File: src/design/gda_pkg.sv
// ----------------------------------------------------------------------------
// Gregorian date adder package
// Field widths, word types, datapath constants and the microcode program.
// ----------------------------------------------------------------------------
package gda_pkg;

  // Field widths.
  localparam int unsigned DayW   = 5;
  localparam int unsigned MonW   = 4;
  localparam int unsigned YearW  = 14;
  localparam int unsigned CountW = 16;
  localparam int unsigned WdayW  = 3;

  // Year split into century and year of century.
  localparam int unsigned YocW  = 7;
  localparam int unsigned CentW = 8;

  // Shared product register and the Zeller sum.
  localparam int unsigned ProdW = 27;
  localparam int unsigned AccW  = 11;

  // Step counter of the sequencer.
  localparam int unsigned StepW = 4;

  localparam logic [YearW-1:0] YearMin = YearW'(1900);

  // Divide by 100 as (y * 5243) >> 19, exact for every 14-bit year.
  localparam logic [12:0]  Recip100      = 13'd5243;
  localparam int unsigned  Recip100Shift = 19;
  localparam logic [YocW-1:0] YocLast    = YocW'(99);

  // Divide by 7 as (x * 2341) >> 14, exact for sums below 5461.
  localparam logic [11:0]  Recip7      = 12'd2341;
  localparam int unsigned  Recip7Shift = 14;

  localparam logic [MonW-1:0] MonJan = MonW'(1);
  localparam logic [MonW-1:0] MonFeb = MonW'(2);
  localparam logic [MonW-1:0] MonMar = MonW'(3);
  localparam logic [MonW-1:0] MonDec = MonW'(12);

  // Weekday code for Saturday.
  localparam logic [WdayW-1:0] WdaySat = WdayW'(6);

  // Jump targets of the microcode program.
  localparam logic [StepW-1:0] StepIdle    = StepW'(0);
  localparam logic [StepW-1:0] StepAdvance = StepW'(14);
  localparam logic [StepW-1:0] StepDone    = StepW'(15);

  typedef struct packed {
    logic [DayW-1:0]   day_in;
    logic [MonW-1:0]   month_in;
    logic [YearW-1:0]  year_in;
    logic [CountW-1:0] days_to_add;
  } gda_in_t;

  typedef struct packed {
    logic              date_valid;
    logic [WdayW-1:0]  weekday;
    logic [DayW-1:0]   day_out;
    logic [MonW-1:0]   month_out;
    logic [YearW-1:0]  year_out;
  } gda_out_t;

  // Datapath operations.
  typedef enum logic [3:0] {
    OP_LOAD  = 4'd0,
    OP_DIV   = 4'd1,
    OP_CENT  = 4'd2,
    OP_YOC   = 4'd3,
    OP_CHECK = 4'd4,
    OP_ZSUM  = 4'd5,
    OP_ZMUL  = 4'd6,
    OP_ZMOD  = 4'd7,
    OP_ADV   = 4'd8,
    OP_DONE  = 4'd9
  } gda_op_e;

  // Jump conditions.
  typedef enum logic [2:0] {
    COND_NEXT     = 3'd0,
    COND_NO_INPUT = 3'd1,
    COND_INVALID  = 3'd2,
    COND_NOT_FIT  = 3'd3,
    COND_OUT_BUSY = 3'd4
  } gda_cond_e;

  // Year source for the century split.
  typedef enum logic {
    YSEL_YEAR   = 1'b0,
    YSEL_ZELLER = 1'b1
  } gda_ysel_e;

  typedef struct packed {
    gda_op_e          op;
    gda_cond_e        cond;
    gda_ysel_e        ysel;
    logic [StepW-1:0] target;
  } gda_uword_t;

  // Control from the sequencer to the datapath and the port logic.
  typedef struct packed {
    gda_op_e   op;
    gda_ysel_e ysel;
    logic      load;
    logic      emit;
    logic      idle;
  } gda_ctrl_t;

  // Status from the datapath to the sequencer.
  typedef struct packed {
    logic date_ok;
    logic fit;
  } gda_stat_t;

  // Microcode program, one control word per step.
  function automatic gda_uword_t gda_ucode(input logic [StepW-1:0] step);
    gda_uword_t uw;
    uw = '{OP_DONE, COND_NEXT, YSEL_YEAR, StepIdle};
    case (step)
      StepW'(0):  uw = '{OP_LOAD,  COND_NO_INPUT, YSEL_YEAR,   StepIdle};
      StepW'(1):  uw = '{OP_DIV,   COND_NEXT,     YSEL_YEAR,   StepIdle};
      StepW'(2):  uw = '{OP_CENT,  COND_NEXT,     YSEL_YEAR,   StepIdle};
      StepW'(3):  uw = '{OP_YOC,   COND_NEXT,     YSEL_YEAR,   StepIdle};
      StepW'(4):  uw = '{OP_CHECK, COND_INVALID,  YSEL_YEAR,   StepDone};
      StepW'(5):  uw = '{OP_DIV,   COND_NEXT,     YSEL_ZELLER, StepIdle};
      StepW'(6):  uw = '{OP_CENT,  COND_NEXT,     YSEL_ZELLER, StepIdle};
      StepW'(7):  uw = '{OP_YOC,   COND_NEXT,     YSEL_ZELLER, StepIdle};
      StepW'(8):  uw = '{OP_ZSUM,  COND_NEXT,     YSEL_YEAR,   StepIdle};
      StepW'(9):  uw = '{OP_ZMUL,  COND_NEXT,     YSEL_YEAR,   StepIdle};
      StepW'(10): uw = '{OP_ZMOD,  COND_NEXT,     YSEL_YEAR,   StepIdle};
      StepW'(11): uw = '{OP_DIV,   COND_NEXT,     YSEL_YEAR,   StepIdle};
      StepW'(12): uw = '{OP_CENT,  COND_NEXT,     YSEL_YEAR,   StepIdle};
      StepW'(13): uw = '{OP_YOC,   COND_NEXT,     YSEL_YEAR,   StepIdle};
      StepW'(14): uw = '{OP_ADV,   COND_NOT_FIT,  YSEL_YEAR,   StepAdvance};
      StepW'(15): uw = '{OP_DONE,  COND_OUT_BUSY, YSEL_YEAR,   StepDone};
      default:    uw = '{OP_DONE,  COND_NEXT,     YSEL_YEAR,   StepIdle};
    endcase
    return uw;
  endfunction

  // Length of a month; codes outside 1 to 12 read as 31.
  function automatic logic [DayW-1:0] gda_month_len(input logic [MonW-1:0] m,
                                                    input logic leap);
    logic [DayW-1:0] n;
    case (m)
      MonW'(2):  n = leap ? DayW'(29) : DayW'(28);
      MonW'(4):  n = DayW'(30);
      MonW'(6):  n = DayW'(30);
      MonW'(9):  n = DayW'(30);
      MonW'(11): n = DayW'(30);
      default:   n = DayW'(31);
    endcase
    return n;
  endfunction

  // Zeller month term 13*(m+1)/5, with January and February as months 13 and 14.
  function automatic logic [5:0] gda_zeller_term(input logic [MonW-1:0] m);
    logic [5:0] t;
    case (m)
      MonW'(1):  t = 6'd36;
      MonW'(2):  t = 6'd39;
      MonW'(3):  t = 6'd10;
      MonW'(4):  t = 6'd13;
      MonW'(5):  t = 6'd15;
      MonW'(6):  t = 6'd18;
      MonW'(7):  t = 6'd20;
      MonW'(8):  t = 6'd23;
      MonW'(9):  t = 6'd26;
      MonW'(10): t = 6'd28;
      MonW'(11): t = 6'd31;
      MonW'(12): t = 6'd33;
      default:   t = 6'd0;
    endcase
    return t;
  endfunction

endpackage

File: src/design/gda_seq.sv
// ----------------------------------------------------------------------------
// Gregorian date adder sequencer
// Step counter over the microcode program with conditional jumps.
// ----------------------------------------------------------------------------
module gda_seq (
  input  logic                 clk_i,
  input  logic                 rst_ni,
  input  logic                 in_valid_i,
  input  logic                 out_busy_i,
  input  gda_pkg::gda_stat_t   stat_i,
  output gda_pkg::gda_ctrl_t   ctrl_o
);

  logic [gda_pkg::StepW-1:0] step_q, step_d;
  gda_pkg::gda_uword_t       uword;
  logic                      jump;

  // Fetch the control word of the current step.
  assign uword = gda_pkg::gda_ucode(step_q);

  // Evaluate the jump condition of this step.
  always_comb begin
    case (uword.cond)
      gda_pkg::COND_NEXT:     jump = 1'b0;
      gda_pkg::COND_NO_INPUT: jump = !in_valid_i;
      gda_pkg::COND_INVALID:  jump = !stat_i.date_ok;
      gda_pkg::COND_NOT_FIT:  jump = !stat_i.fit;
      gda_pkg::COND_OUT_BUSY: jump = out_busy_i;
      default:                jump = 1'b0;
    endcase
  end

  // The last step falls through to the idle step by wrapping.
  assign step_d = jump ? uword.target : step_q + gda_pkg::StepW'(1);

  always_ff @(posedge clk_i or negedge rst_ni) begin
    if (!rst_ni) begin
      step_q <= gda_pkg::StepIdle;
    end else begin
      step_q <= step_d;
    end
  end

  // Decode the control word for the datapath and the port logic.
  always_comb begin
    ctrl_o.op   = uword.op;
    ctrl_o.ysel = uword.ysel;
    ctrl_o.idle = (uword.op == gda_pkg::OP_LOAD);
    ctrl_o.load = (uword.op == gda_pkg::OP_LOAD) && in_valid_i;
    ctrl_o.emit = (uword.op == gda_pkg::OP_DONE) && !out_busy_i;
  end

endmodule

File: src/design/gda_datapath.sv
// ----------------------------------------------------------------------------
// Gregorian date adder datapath
// Date registers, century split, Zeller weekday and the month-step adder.
// ----------------------------------------------------------------------------
module gda_datapath (
  input  logic                 clk_i,
  input  gda_pkg::gda_ctrl_t   ctrl_i,
  input  gda_pkg::gda_in_t     in_data_i,
  output gda_pkg::gda_stat_t   stat_o,
  output gda_pkg::gda_out_t    res_o
);

  typedef logic [gda_pkg::ProdW-1:0]  prod_t;
  typedef logic [gda_pkg::AccW-1:0]   acc_t;
  typedef logic [gda_pkg::YearW-1:0]  year_t;
  typedef logic [gda_pkg::CountW:0]   cnt_ext_t;

  logic [gda_pkg::DayW-1:0]   day_q;
  logic [gda_pkg::MonW-1:0]   month_q;
  year_t                      year_q;
  logic [gda_pkg::CountW-1:0] left_q;
  logic [gda_pkg::YocW-1:0]   yoc_q;
  logic [gda_pkg::CentW-1:0]  cent_q;
  prod_t                      prod_q;
  acc_t                       acc_q;
  logic                       valid_q;
  logic [gda_pkg::WdayW-1:0]  wday_q;

  year_t                      src_year;
  year_t                      yoc_full;
  logic                       leap;
  logic [gda_pkg::DayW-1:0]   dim;
  logic                       date_ok;
  logic                       fit;
  acc_t                       zsum;
  logic [8:0]                 quot7;
  acc_t                       rem_full;
  logic [gda_pkg::WdayW-1:0]  rem7;
  logic [gda_pkg::WdayW-1:0]  wday_new;

  // Year fed to the century split; Zeller counts January and February
  // as months of the year before.
  assign src_year = (ctrl_i.ysel == gda_pkg::YSEL_ZELLER && month_q < gda_pkg::MonMar)
                    ? year_q - year_t'(1) : year_q;

  // Year of century from the split year and the century just found.
  assign yoc_full = src_year - year_t'(cent_q) * year_t'(100);

  // Leap rule on the split year: every fourth year, centuries only every fourth.
  assign leap = (yoc_q[1:0] == 2'b00) &&
                ((yoc_q != '0) || (cent_q[1:0] == 2'b00));

  assign dim = gda_pkg::gda_month_len(month_q, leap);

  // Validity of the loaded date.
  assign date_ok = (year_q >= gda_pkg::YearMin) &&
                   (month_q >= gda_pkg::MonJan) && (month_q <= gda_pkg::MonDec) &&
                   (day_q != '0) && (day_q <= dim);

  // The remaining days end inside the current month.
  assign fit = (cnt_ext_t'(day_q) + cnt_ext_t'(left_q)) <= cnt_ext_t'(dim);

  // Zeller sum: d + 13(m+1)/5 + k + k/4 + c/4 + 5c.
  assign zsum = acc_t'(day_q) + acc_t'(gda_pkg::gda_zeller_term(month_q)) +
                acc_t'(yoc_q) + acc_t'(yoc_q >> 2) +
                acc_t'(cent_q >> 2) + acc_t'(cent_q) * acc_t'(5);

  // Remainder by 7 from the registered reciprocal product.
  assign quot7    = prod_q[gda_pkg::Recip7Shift +: 9];
  assign rem_full = acc_q - acc_t'(quot7) * acc_t'(7);
  assign rem7     = rem_full[gda_pkg::WdayW-1:0];
  // Zeller gives Saturday as 0; shift so that Sunday is 0.
  assign wday_new = (rem7 == '0) ? gda_pkg::WdaySat : rem7 - gda_pkg::WdayW'(1);

  // Datapath registers, one operation per step.
  always_ff @(posedge clk_i) begin
    case (ctrl_i.op)
      gda_pkg::OP_LOAD: begin
        if (ctrl_i.load) begin
          day_q   <= in_data_i.day_in;
          month_q <= in_data_i.month_in;
          year_q  <= in_data_i.year_in;
          left_q  <= in_data_i.days_to_add;
          valid_q <= 1'b0;
          wday_q  <= '0;
        end
      end
      gda_pkg::OP_DIV: begin
        prod_q <= prod_t'(src_year) * prod_t'(gda_pkg::Recip100);
      end
      gda_pkg::OP_CENT: begin
        cent_q <= prod_q[gda_pkg::Recip100Shift +: gda_pkg::CentW];
      end
      gda_pkg::OP_YOC: begin
        yoc_q <= yoc_full[gda_pkg::YocW-1:0];
      end
      gda_pkg::OP_CHECK: begin
        valid_q <= date_ok;
      end
      gda_pkg::OP_ZSUM: begin
        acc_q <= zsum;
      end
      gda_pkg::OP_ZMUL: begin
        prod_q <= prod_t'(acc_q) * prod_t'(gda_pkg::Recip7);
      end
      gda_pkg::OP_ZMOD: begin
        wday_q <= wday_new;
      end
      gda_pkg::OP_ADV: begin
        if (fit) begin
          day_q  <= day_q + left_q[gda_pkg::DayW-1:0];
          left_q <= '0;
        end else begin
          // Consume the rest of this month and move to the first of the next.
          left_q <= left_q - gda_pkg::CountW'(dim - day_q + gda_pkg::DayW'(1));
          day_q  <= gda_pkg::DayW'(1);
          if (month_q == gda_pkg::MonDec) begin
            month_q <= gda_pkg::MonJan;
            year_q  <= year_q + year_t'(1);
            if (yoc_q == gda_pkg::YocLast) begin
              yoc_q  <= '0;
              cent_q <= cent_q + gda_pkg::CentW'(1);
            end else begin
              yoc_q <= yoc_q + gda_pkg::YocW'(1);
            end
          end else begin
            month_q <= month_q + gda_pkg::MonW'(1);
          end
        end
      end
      default: begin
      end
    endcase
  end

  assign stat_o.date_ok = date_ok;
  assign stat_o.fit     = fit;

  assign res_o.date_valid = valid_q;
  assign res_o.weekday    = wday_q;
  assign res_o.day_out    = day_q;
  assign res_o.month_out  = month_q;
  assign res_o.year_out   = year_q;

endmodule

File: src/design/gregorian_date_add_days.sv
// Steps per word: load, century split, date check, Zeller weekday, then the month-step
// loop of the sequencer, once per month end crossed; an invalid date jumps to the done step.
// The block works on one word at a time: a new word is accepted only once the last is emitted.
// A finished word waits in the output register while the next word is accepted.
// Reset (rst_ni low, asynchronous) returns the sequencer to idle and empties the output.
// ----------------------------------------------------------------------------
// Gregorian date adder
// Checks a date and, if it is valid, gives its weekday and advances it by a day count, one month
// per cycle, under a microcoded sequencer.
// ----------------------------------------------------------------------------
module gregorian_date_add_days (
  input  logic              clk_i,
  input  logic              rst_ni,
  input  logic              in_valid_i,
  output logic              in_stall_o,
  input  gda_pkg::gda_in_t  in_data_i,
  output logic              out_valid_o,
  input  logic              out_stall_i,
  output gda_pkg::gda_out_t out_data_o
);

  gda_pkg::gda_ctrl_t ctrl;
  gda_pkg::gda_stat_t stat;
  gda_pkg::gda_out_t  res;
  logic               out_valid_q;
  gda_pkg::gda_out_t  out_data_q;
  logic               out_busy;

  // The output register is busy while its word is held back.
  assign out_busy = out_valid_q && out_stall_i;

  gda_seq u_gda_seq (
    .clk_i      (clk_i),
    .rst_ni     (rst_ni),
    .in_valid_i (in_valid_i),
    .out_busy_i (out_busy),
    .stat_i     (stat),
    .ctrl_o     (ctrl)
  );

  gda_datapath u_gda_datapath (
    .clk_i     (clk_i),
    .ctrl_i    (ctrl),
    .in_data_i (in_data_i),
    .stat_o    (stat),
    .res_o     (res)
  );

  assign in_stall_o = !ctrl.idle;

  // Output word valid flag.
  always_ff @(posedge clk_i or negedge rst_ni) begin
    if (!rst_ni) begin
      out_valid_q <= 1'b0;
    end else if (ctrl.emit) begin
      out_valid_q <= 1'b1;
    end else if (!out_stall_i) begin
      out_valid_q <= 1'b0;
    end
  end

  // Output word payload.
  always_ff @(posedge clk_i) begin
    if (ctrl.emit) begin
      out_data_q <= res;
    end
  end

  assign out_valid_o = out_valid_q;
  assign out_data_o  = out_data_q;

endmodule

File: config.mk
export PLATFORM = sky130hd
export DESIGN_NAME = gregorian_date_add_days
export DESIGN_NICKNAME = d
export VERILOG_FILES = /design/src/design/gda_pkg.sv /design/src/design/gda_seq.sv /design/src/design/gda_datapath.sv /design/src/design/gregorian_date_add_days.sv
export SDC_FILE = /design/constraint.sdc
export NUM_CORES = 1
export LEC_CHECK = 0
export BUFFER_PORTS_ARGS = -buffer_cell sky130_fd_sc_hd__buf_4
export CAP_MARGIN = 15
export CELL_PAD_IN_SITES_DETAIL_PLACEMENT = 2
export CELL_PAD_IN_SITES_GLOBAL_PLACEMENT = 2
export CORE_MARGIN = 2
export CORE_UTILIZATION = 45
export CTS_CLUSTER_DIAMETER = 80
export DETAILED_ROUTE_END_ITERATION = 6
export GPL_ROUTABILITY_DRIVEN = 0
export PLACE_DENSITY = 0.86
export SLEW_MARGIN = 20
export SYNTH_ARGS = -nofsm -noshare
export SYNTH_HDL_FRONTEND = slang
export SYNTH_SLANG_ARGS = --single-unit
File: constraint.sdc
create_clock -name clk_i -period 18.75 [get_ports clk_i]
set_input_delay 1.875 -clock clk_i [delete_from_list [all_inputs] [get_ports clk_i]]
set_output_delay 1.875 -clock clk_i [all_outputs]
set_load 0.05 [all_outputs]
* After elaboration in Yosys (flattened, before gate mapping) *
Memories as Yosys holds them, arrays and structs flattened. A register that Yosys moved wholly into a read port is not among the register bits.
Cells that the tools add are included.

cells by class
  $add $sub $neg = 19
  order comparisons = 6
  mux-type cells = 36
  multipliers = 5
  reductions and logical operators = 35
  equality and inequality tests = 25

operators with widths
  kind                    count
  $mux 14                 4
  $pmux 27 s2             1
  $mux 16                 2
  $pmux 16 s2             1
  $pmux 14 s2             1
  $mul 14x13->27 const B  1
  $eq 4x3->1 const B      6
  $mux 8                  3
  $mul 11x12->23 const B  1
  $mux 7                  3
  $eq 4x4->1 const B      5
  $mux 4                  5
  $pmux 5 s2              2
  $add 5x16->17           1
  $le 17x5->1             1
  $add 16x1->16 const B   1
  $pmux 8 s2              1
  $sub 16x16->16          1
  $add 14x1->14 const B   1
  $ge 14x11->1 const B    1
  $pmux 7 s2              1
  $sub 14x1->14 const B   1
  $eq 4x2->1 const B      3
  $reduce_bool 2->1       6
  other kinds (46)        73

storage, ports and cells
  bits of input ports = 43
  word-level logic and storage cells = 145
  output and inout port bits = 29
  memory bits (read-only) = 288
  memories kept = 2
  flip-flop bits (word level) = 128

memory list
  name              depth  bits a word  read ports  clocked after Yosys merged registers in  wr ports  line            RTL
  (name not given)  16     12           1           0                                        0         gda_pkg.sv:119  case (step)
  (name not given)  16     6            1           1                                        0         gda_pkg.sv:159  case (m)

* Longest topological paths before layout *
Gate-level depths: netlist of run 1.

  word-level depth = 10
  depth in mapped cells = 31
  mapped depth without buffers = 30

* Modules after synthesis *
Synthesis of run 1 repeated with hierarchy kept, for this count alone.

second synthesis, totals
  cells, all modules = 1,397
  area, all modules = 13,820.8 um^2

by module, submodules not included
  module                   cells each  sequential area each (um^2)  instances  area an instance (um^2)
  gda_datapath             1,311       2,522.4                      1          12,463.2
  gregorian_date_add_days  31          835.8                        1          853.3
  gda_seq                  55          100.1                        1          504.2

* Least setup slack after synthesis of run 1 *
OpenSTA, ideal clock, no wires.

  kind = reg2reg
  start = register u_gda_seq.step_q[1] (netlist bit)
  end = register u_gda_datapath.prod_q[26], data pin
  clock period less this slack = 7.389 ns
  slack = 11.361 ns
  buffers on the path = 1
  data arrival time = 7.130 ns
  data required time = 18.490 ns
  cell stages (with the launch flop) = 28
  library setup time = 0.260 ns
  path through = dfrtp_1 > clkbuf_1 > inv_1 > ha_1 > nor2_1 > nand4_2 > or4_1 > nor3_2 > nand2b_1 > or3b_2 > xnor2_1 > ha_1 > ha_1 > fa_1 > inv_1 > fa_1 > fa_1 > inv_1 > ha_1 > a21o_1 > a21o_1 > a21oi_1 > o21ai_0 > or3_1 > o311a_1 > nor2_1 > o21bai_1 > mux2_2

on the way
  longest elaborated chain between the ends = 5
  elaborated cells on any way between the ends = 7
  classes of those cells = mul: 1; eq/ne: 2; mux: 2; reduce/logical: 1; memory: 1

RTL lines
  what                      line                 RTL
  start: declaration        gda_seq.sv:14        logic [gda_pkg::StepW-1:0] step_q, step_d;
  start signal: assignment  gda_seq.sv:38        step_q <= gda_pkg::StepIdle;
  start signal: assignment  gda_seq.sv:40        step_q <= step_d;
  $mem_v2 16x12 (*)         --
  $logic_and 1x1->1         gda_datapath.sv:43   assign src_year = (ctrl_i.ysel == gda_pkg::YSEL_ZELLER && month_q < gda_pkg::MonMar)
  $mux 14                   gda_datapath.sv:44   ? year_q - year_t'(1) : year_q;
  $mul 14x13->27            gda_datapath.sv:89   prod_q <= prod_t'(src_year) * prod_t'(gda_pkg::Recip100);
  $pmux 27 s2 (*)           gda_datapath.sv:77   case (ctrl_i.op)
  end signal: assignment    gda_datapath.sv:89
  end signal: assignment    gda_datapath.sv:104  prod_q <= prod_t'(acc_q) * prod_t'(gda_pkg::Recip7);
  end: declaration          gda_datapath.sv:24   prod_t prod_q;

Mark *: on every way between the ends. The rest lies on a longest branch, timed or not.
A chain may end at the register's enable or synchronous reset.

* Worst setup path in the final report of run 1 *
Ends and elaborated chain as after synthesis.

==> impl_metrics.csv, run 1 <==
group,metric,value,unit
final_layout,fill_cells,3126,
cts,hold_buffers,0,
route,wirelength,49200,um
setup_path,crit_path_start_kind,"flop",
grt,antenna_found_initial,0,
cts,clockBufferDepth,2,
placed_design,placed_cells,1813,
route,drt_iter0_drc,659,
yosys,synth_nets,1766,
sta,setup_violations,0,
yosys,synthFlopType,"edfxtp_1",
setup_path,end_kind,"flop",
sta,rsz0062_at_grt,"false",
cts,cts_tree,"yes",
sta,fin_ws,10.21,ns
setup_path,path_max_fanout,10,
sta,fin_setup_tns,0,ns
cts,clk_latency,0.46,ns
placed_design,place_area,14500,um^2
yosys,synth_area,13600,um^2
yosys,syn_area_per_cell,9.86,um^2
floorplanning,fp-row-count,63,
placed_design,hpwl,35900,um
route,vias,10900,
final_layout,antenna-diode-count,0,
hold_path,hold_class,"reg2reg",
setup_path,crit_required,18.94,ns
final_layout,syn_to_final_growth,11.5,%
yosys,synth_top_area_share,23.7,%
yosys,syn_inst,1376,
final_layout,design_area,15100,um^2
cts,numCtsBuffers,17,
setup_path,r2r_start,"u_gda_seq.step_q[1]",
grt,track_usage,32.1,%
sta,worst_slew_pin_slew,1.00,ns
sta,fmax,0.117,GHz
setup_path,path_class,"reg2reg",
yosys,seq_area_frac_synth,25.5,%
route,routed_via_density,5.91,
route,ant_nets,0,
flow_run,maxCapViolations,0,
sta,finalMaxSlewViolations,0,
sta,clock_skew,0.0201,ns
cts,clk_pin_slew,0.06,ns
yosys,synth-edff-count,107,
floorplanning,ios,72,
final_layout,stdcell_count,1846,
hold_path,min-delay-start,"u_gda_datapath.wday_q[0]",
floorplanning,core_area,29600,um^2
yosys,synth.top_cells.by_count,"ha_1 (249), inv_1 (230), edfxtp_1 (107)",
outcome,status,"complete, no violations",
placed_design,dpl_worst_slack,10.55,ns
setup_path,critPathLaunch,"u_gda_seq.step_q[1]",
cts,cts.sinks,118,
floorplanning,start_util,45.8,%
final_layout,nNetsFinal,1833,
yosys,synth.area.top_cells,"edfxtp_1 (24%), ha_1 (23%), fa_1 (14%)",
grt,grt_pass1_wl,75300,um
route,routedWlPerCell,26.7,um
floorplanning,die_w,178,um
grt,grt_pass1_vias,12700,
sta,slew_headroom,33.1,%
yosys,async_reset_ff_share,4.24,%
final_layout,final_layout_size_suffix_gt1_share,8.86,%
grt,grt_max_degree,61,
cts,cts_setup_buffers,0,
cts,htree_num_levels,4,
yosys,yosysUniqueCellTypes,74,
floorplanning,die_area,31500,um^2
yosys,synth-seq-cells,118,
placed_design,portBuffers,71,
sta,hold_viol,0,
route,drt_first_pass_iters,5,
sta,min_period,8.54,ns
setup_path,critPathArrivalTime,8.73,ns
yosys,synth_top_area_cell,"edfxtp_1",
floorplanning,die_h,178,um
yosys,ys_warn_count,0,
cts,post_cts_resized,0,
route,drcViolationCount,0,
grt,overflow,0,
sta,min_period_over_period,45.5,%
yosys,yosysMostFrequentCell,"ha_1",
cts,cts_root_buffer,"clkbuf_16",
per-stage QoR:
step / hold WS (ns) / util (%)
after floorplan: 0.400 / -
after global routing: 0.434 / 51.0
after detailed placement: 0.416 / 49.0
after CTS: 0.433 / 50.9
final: 0.429 / 51.0
after global placement: 0.401 / 49.0
final timing paths:
path / endpoint / slack (ns) / cells past startpoint
worst max-delay path: u_gda_datapath.prod_q[26] / 10.21 / 26
worst min-delay path: out_data_o[23] / 0.43 / 0
worst max register to register: u_gda_datapath.prod_q[26] / 10.21 / 26
worst min register to register: out_data_o[23] / 0.43 / 0
max in group asynchronous: out_valid_o / 17.42 / 1
min in group asynchronous: u_gda_seq.step_q[1] / 1.22 / 1
cell families after synthesis:
logic type      Yosys count  synth area share, %
fa+ha+maj               347                 37.4
flops                   118                 25.5
mux                      13                 1.07
compound gates          237                 11.3
buf+inv                 258                 7.17
xor+xnor                110                 7.10
simple gates            293                 10.4
critical path, cell delays in order, from the launching register on:
cell,delay (ns)
dfrtp_1,0.52
inv_1,0.24
ha_1,0.26
nor2_1,0.22
nand4_2,0.31
or4_1,0.60
nor3_2,0.23
nand2b_1,0.20
or3b_2,0.50
xnor2_1,0.69
ha_1,0.38
ha_1,0.31
fa_1,0.49
inv_1,0.06
fa_1,0.50
fa_1,0.54
inv_1,0.04
ha_1,0.32
a21o_1,0.17
a21o_1,0.18
a21oi_1,0.16
o21ai_0,0.12
or3_1,0.36
o311a_1,0.31
nor2_1,0.18
o21bai_1,0.09
mux2_2,0.27
registers in the layout (all words and copies together), names as in the netlist, 4 cells and up, named ones only:
signal,count
out_data_o,27
u_gda_datapath.left_q,16
u_gda_datapath.year_q,14
u_gda_datapath.acc_q,11
u_gda_datapath.prod_q,11
u_gda_datapath.cent_q,8
u_gda_datapath.yoc_q,7
u_gda_datapath.day_q,5
u_gda_datapath.month_q,4
u_gda_seq.step_q,4
area by class of cell:
type	count	area, um^2	share of cell area [%]
clock inverter	14	136	0.902
timing repair buffer	75	583	3.86
tap	390	488	3.23
sequential	118	3460	22.9
clock buffer	18	429	2.84
multi-input combinational	1000	9150	60.6
inverter	231	867	5.74
cell usage in the layout (no fill, tap or decap), types with 10 or more instances in the layout:
cell type | netlist | routed
o21ai_0 | 48 | 48
o31ai_1 | 13 | 13
o22ai_1 | 10 | 10
fa_1 | 98 | 98
a21o_1 | 27 | 27
clkbuf_16 | 0 | 17
nor3_1 | 19 | 18
nand2_1 | 85 | 84
nand4_1 | 12 | 12
xnor2_1 | 73 | 73
nor2_1 | 78 | 78
ha_1 | 249 | 249
xor2_1 | 37 | 37
nand3_1 | 32 | 31
nand2b_1 | 10 | 10
buf_4 | 0 | 74
a31oi_1 | 14 | 14
o21bai_1 | 18 | 18
inv_1 | 230 | 230
edfxtp_1 | 107 | 107
and3_1 | 11 | 11
a21oi_1 | 69 | 68
metal layers:
| layer | up-vias | track usage [%] | routed length (um) |
|---|---|---|---|
| met5 | - | 0 | 0 |
| met4 | 0 | 17.2 | 2510 |
| met3 | 146 | 4.73 | 1580 |
| met2 | 324 | 58.3 | 25900 |
| met1 | 5591 | 36.1 | 19200 |
| li1 | 4857 | - | - |
Power of run 1 is not shown: default switching activity piles up to over one toggle a cycle in this logic, so the estimate is an artifact.
==> inputs of run 2 (changes only) <==
--- a/config.mk
+++ b/config.mk
@@ -10,11 +10,11 @@
 export CELL_PAD_IN_SITES_DETAIL_PLACEMENT = 2
 export CELL_PAD_IN_SITES_GLOBAL_PLACEMENT = 2
 export CORE_MARGIN = 2
-export CORE_UTILIZATION = 45
+export CORE_UTILIZATION = 41
 export CTS_CLUSTER_DIAMETER = 80
 export DETAILED_ROUTE_END_ITERATION = 6
 export GPL_ROUTABILITY_DRIVEN = 0
-export PLACE_DENSITY = 0.86
+export PLACE_DENSITY = 0.8
 export SLEW_MARGIN = 20
 export SYNTH_ARGS = -nofsm -noshare
 export SYNTH_HDL_FRONTEND = slang
==> constraint.sdc (replaced) <==
create_clock -name clk_i -period 8.3 [get_ports clk_i]
set_input_delay 0.83 -clock clk_i [delete_from_list [all_inputs] [get_ports clk_i]]
set_output_delay 0.83 -clock clk_i [all_outputs]
set_load 0.05 [all_outputs]
==> run 2 against run 1 <==
First-iteration DRC count down 35%. Wire length down 14%. Non-clock buffer count up 7. Die area up 9.5%. Core utilization down 4.0 points. Global-route usage down 6.2 points. Via count down 5.3%. Flip-flop and latch count unchanged. Worst setup slack worse by 9.7 ns. Sequential share of layout area down 0.27 points. Register-to-register slack worse by 9.7 ns. Count of clock-buffer cells in the layout down 1.
==> impl_metrics.csv, run 2 (same netlist as run 1, synthesis figures left out) <==
group,metric,value,unit
route,routed_via_density,5.43,
setup_path,critPathMostFrequentCell,"ha_1",
flow_run,maxCapViolations,0,
grt,grt_pass1_wl,67200,um
route,vias,10300,
floorplanning,fp-row-count,66,
sta,min_period,7.80,ns
floorplanning,die_w,186,um
setup_path,crit_path_start_kind,"flop",
grt,track_usage,25.9,%
sta,clock_skew,0.0149,ns
cts,clk_latency,0.45,ns
floorplanning,core_area,32500,um^2
cts,numCtsBuffers,17,
setup_path,path_max_fanout,9,
setup_path,max_stage_delay,0.56,ns
setup_path,ff2ff_path_depth,28,
placed_design,hpwl,33300,um
sta,hold_viol,0,
setup_path,r2r_start,"u_gda_seq.step_q[0]",
cts,cts.sinks,118,
cts,clockBufferDepth,2,
cts,htree_num_levels,4,
route,drt_first_pass_iters,4,
final_layout,nNetsFinal,1840,
route,wirelength,42400,um
sta,slew_headroom,37.1,%
final_layout,final_cell_mix,"ha_1 (249), inv_1 (230), edfxtp_1 (107)",
setup_path,crit_required,8.51,ns
final_layout,syn_to_final_growth,12.8,%
grt,grt_pass1_vias,12000,
grt,overflow,0,
sta,worst_slew_pin_slew,0.944,ns
sta,min_period_over_period,94.0,%
route,routedWlPerCell,22.3,um
floorplanning,start_util,41.7,%
setup_path,rrSetupSlack,0.50,ns
cts,cts_root_buffer,"clkbuf_16",
final_layout,seq_area,3460,um^2
grt,grt_max_degree,62,
setup_path,r2r-end,"u_gda_datapath.prod_q[26]",
grt,grt_use_met3,3.80,%
floorplanning,ios,72,
setup_path,path_class,"reg2reg",
route,drcViolationCount,0,
setup_path,critPathArrivalTime,8.01,ns
final_layout,final_common_cell,"ha_1",
final_layout,final_layout_size_suffix_gt1_share,9.84,%
route,drt_iter0_drc,429,
sta,fmax,0.128,GHz
cts,clk_pin_slew,0.07,ns
final_layout,largest_reg_flops,27,
placed_design,portBuffers,71,
grt,grt_use_met1,30.7,%
floorplanning,die_area,34500,um^2
route,ant_nets,0,
outcome,status,"complete, no violations",
sta,rsz0062_at_grt,"false",
cts,cts_tree,"yes",
setup_path,cpMaxStageDelayCell,"fa_1",
hold_path,hold_class,"in2async",
floorplanning,die_h,186,um
sta,finalMaxSlewViolations,0,
grt,grtUsageMet2,47.9,%
setup_path,end_kind,"flop",
sta,setup_violations,0,
setup_path,critPathLaunch,"u_gda_seq.step_q[0]",
grt,grt.busiest_layer,"met2",
grt,antenna_found_initial,0,
sta,fin_setup_tns,0,ns
cts,hold_buffers,0,
final_layout,multiInputGateArea,9200,um^2
final_layout,fill_cells,3518,
final_layout,antenna-diode-count,0,
==> run 2: area by class of cell <==
cell class / count / area share (%)
inverter: 231 / 5.67
clock buffer: 17 / 2.78
tap: 442 / 3.61
timing repair buffer: 82 / 4.02
clock inverter: 15 / 1.19
multi-input combinational: 1000 / 60.1
sequential: 118 / 22.6
==> run 2: through the flow <==
stage | instances | util (%) | setup WS (ns) | hold WS (ns) | instance area (um^2)
6_report | 1905 | 47.0 | 0.501 | 0.172 | 15300
5_1_grt | 1905 | 47.0 | 0.0142 | 0.163 | 15300
4_1_cts | 1903 | 46.8 | 0.000329 | 0.161 | 15200
3_5_place_dp | 1871 | 45.0 | 0.208 | 0.411 | 14600
3_3_place_gp | 1871 | 45.0 | 0.543 | 0.403 | 14600
2_1_floorplan | 1376 | - | 0.911 | 0.400 | 13600
==> run 2: per-layer routing <==
| layer | wire [um] | up-vias |
|---|---|---|
| met2 | 22500 | 163 |
| li1 | - | 4861 |
| met3 | 1050 | 73 |
| met4 | 1160 | 0 |
| met5 | 0 | - |
| met1 | 17700 | 5241 |
==> run 2: critical path: cells and delay by family, from the launching register on <==
| kind | cells | cell delay (ns) |
|---|---|---|
| AO/OA/AOI/OAI | 7 | 1.26 |
| XOR/XNOR | 2 | 0.39 |
| adder cells (fa/ha/maj) | 7 | 2.61 |
| buffers and inverters | 3 | 0.30 |
| flip-flops | 1 | 0.50 |
| multiplexers | 1 | 0.27 |
| AND/OR/NAND/NOR | 8 | 2.23 |
==> run 2: worst max-delay path by stage <==
| stage | to | slack (ns) | cells past startpoint |
|---|---|---|---|
| after floorplan | u_gda_datapath.prod_q[26] | 0.91 | 27 |
| after global placement | u_gda_datapath.prod_q[26] | 0.54 | 28 |
| after detailed placement | u_gda_datapath.prod_q[26] | 0.21 | 28 |
| after CTS | u_gda_datapath.prod_q[21] | 0.0003 | 26 |
| after global routing | u_gda_datapath.prod_q[21] | 0.01 | 26 |
| final | u_gda_datapath.prod_q[26] | 0.50 | 28 |
==> run 2: timing repair <==
action,in CTS,in global routing
setup endpoints to repair,1,9
pin swaps,0,1
setup buffers,0,2
gates resized for setup,1,8
Power of run 2 is left out for the same reason.
==> inputs of run 3 (changes only) <==
--- a/config.mk
+++ b/config.mk
@@ -14,6 +14,7 @@
 export CTS_CLUSTER_DIAMETER = 80
 export DETAILED_ROUTE_END_ITERATION = 6
 export GPL_ROUTABILITY_DRIVEN = 0
+export GPL_TIMING_DRIVEN = 0
 export PLACE_DENSITY = 0.8
 export SLEW_MARGIN = 20
 export SYNTH_ARGS = -nofsm -noshare
==> run 3 against run 2 <==
Flip-flop and latch count is the same. Non-clock buffer count rose by 21. Worst hold slack got worse by 0.0061 ns. First-iteration DRC count down 1.2%. Sequential share of layout area down 0.093 points. Wire length shrank 0.13%. Critical path type unchanged. Worst setup slack lost 0.0065 ns. Largest cell class unchanged. Final cell count rose by 1.1%. Core utilization rose by 0.21 points. Count of clock-buffer cells in the layout stayed put. Clock skew increased by 0.0029 ns.
==> impl_metrics.csv, run 3 (same netlist as run 1, synthesis figures left out) <==
group,metric,value,unit
outcome,status,"complete, no violations",
sta,min_period_over_period,94.0,%
final_layout,nNetsFinal,1861,
cts,numCtsBuffers,17,
final_layout,final_layout_size_suffix_gt1_share,9.64,%
route,vias,10500,
final_layout,antenna-diode-count,0,
route,routed_via_density,5.43,
placed_design,dpl_worst_slack,-0.315,ns
sta,finalMaxSlewViolations,0,
setup_path,path_max_fanout,9,
setup_path,cpMaxStageDelayCell,"or4_4",
cts,cts_root_buffer,"clkbuf_16",
sta,fin_ws,0.495,ns
route,drcViolationCount,0,
floorplanning,fp-row-count,66,
setup_path,crit_path_start_kind,"flop",
setup_path,end_kind,"flop",
setup_path,r2r_start,"u_gda_seq.step_q[0]",
grt,grt.busiest_layer,"met2",
grt,grt_pass1_vias,12100,
setup_path,path_class,"reg2reg",
setup_path,crit_required,8.48,ns
flow_run,maxCapViolations,0,
setup_path,worstSetupEndpoint,"u_gda_datapath.prod_q[26]",
cts,clk_latency,0.45,ns
cts,cts.sinks,118,
setup_path,critPathLaunch,"u_gda_seq.step_q[0]",
cts,hold_buffers,0,
setup_path,critPathArrivalTime,7.99,ns
sta,rsz0062_at_grt,"false",
floorplanning,die_h,186,um
floorplanning,start_util,41.7,%
setup_path,rrSetupSlack,0.49,ns
floorplanning,die_area,34500,um^2
sta,fmax,0.128,GHz
sta,min_period,7.81,ns
placed_design,portBuffers,71,
route,routedWlPerCell,22.0,um
floorplanning,core_area,32500,um^2
floorplanning,die_w,186,um
cts,clk_pin_slew,0.06,ns
final_layout,fill_cells,3523,
setup_path,r2r-end,"u_gda_datapath.prod_q[26]",
cts,clockBufferDepth,2,
sta,slew_headroom,36.0,%
floorplanning,ios,72,
sta,hold_viol,0,
grt,grt_use_met1,31.0,%
sta,clock_skew,0.0178,ns
placed_design,hpwl,33900,um
setup_path,crit_family,"adder cells",
setup_path,cp.depth,28,
cts,cts_tree,"yes",
grt,grt_pass1_wl,66400,um
sta,worst_slew_pin_slew,0.960,ns
hold_path,hold_class,"in2async",
grt,grt_max_degree,23,
grt,antenna_found_initial,0,
cts,htree_num_levels,4,
route,ant_nets,0,
final_layout,largest_reg_flops,27,
grt,grt_use_met3,2.93,%
route,drt_iter0_drc,424,
sta,setup_violations,0,
grt,track_usage,25.4,%
final_layout,syn_to_final_growth,13.4,%
final_layout,final_cell_mix,"ha_1 (249), inv_1 (230), edfxtp_1 (107)",
route,drt_first_pass_iters,5,
route,wirelength,42400,um
setup_path,ff2ff_path_depth,28,
final_layout,final_common_cell,"ha_1",
grt,grtUsageMet2,45.5,%
grt,overflow,0,
setup_path,max_stage_delay,0.55,ns
setup_path,crit_buf_inv,4,
==> run 3: changes by cell type in the layout (fill, tap and decap cells not counted), sizes merged <==
cell    change
bufinv      -1
clkinv      -1
clkbuf     +21
inv         +2
==> run 3: repair_timing <==
action / 4_1_cts / 5_1_grt
setup endpoints to repair: 5 / 8
pin swaps: 0 / 2
buffers inserted: 0 / 4
gates resized for setup: 3 / 9
==> run 3: per-layer routing <==
metal | routed length (um) | up-vias
met5 | 0 | -
met4 | 1470 | 0
met2 | 22100 | 143
met1 | 17900 | 5339
met3 | 912 | 73
li1 | - | 4905
==> run 3: worst min path at each step <==
stage | slack, ns | endpoint | depth (start not counted) | from
after CTS | 0.15 | u_gda_seq.step_q[3] | 1 | rst_ni
after floorplan | 0.40 | out_data_o[23] | 0 | u_gda_datapath.wday_q[0]
final | 0.17 | u_gda_seq.step_q[3] | 1 | rst_ni
after global placement | 0.40 | out_data_o[25] | 0 | u_gda_datapath.wday_q[2]
after global routing | 0.16 | u_gda_seq.step_q[1] | 1 | rst_ni
after detailed placement | 0.41 | out_data_o[26] | 0 | u_gda_datapath.valid_q
==> run 3: per-stage QoR <==
step	hold WS [ns]	setup TNS, ns	instances	area (um^2)	utilization [%]
2_1_floorplan	0.400	0	1376	13600	-
3_3_place_gp	0.403	-0.147	1889	14600	45.0
3_5_place_dp	0.407	-0.684	1891	14700	45.2
4_1_cts	0.155	0	1922	15300	47.0
5_1_grt	0.162	0	1926	15400	47.2
6_report	0.166	0	1926	15400	47.2
==> run 3: worst reg2reg max path, delay by kind of cell (launching register included) <==
kind                     cells  cell delay (ns)
adder cells (fa/ha/maj)      7             2.63
AND/OR/NAND/NOR              7             1.97
AO/OA/AOI/OAI                7             1.18
buffers and inverters        4             0.50
flip-flops                   1             0.48
XOR/XNOR                     2             0.47
multiplexers                 1             0.29
==> run 3: final cells by class <==
cell class	instances	area, um^2	share of cell area, %
Multi-Input combinational cell	1000	9210	59.9
Sequential cell	118	3460	22.5
Inverter	231	867	5.64
Timing Repair Buffer	77	602	3.92
Tap cell	442	553	3.60
Clock buffer	17	425	2.77
Clock inverter	15	154	1.00
Buffer	26	101	0.659
Power of run 3 is left out for the same reason.
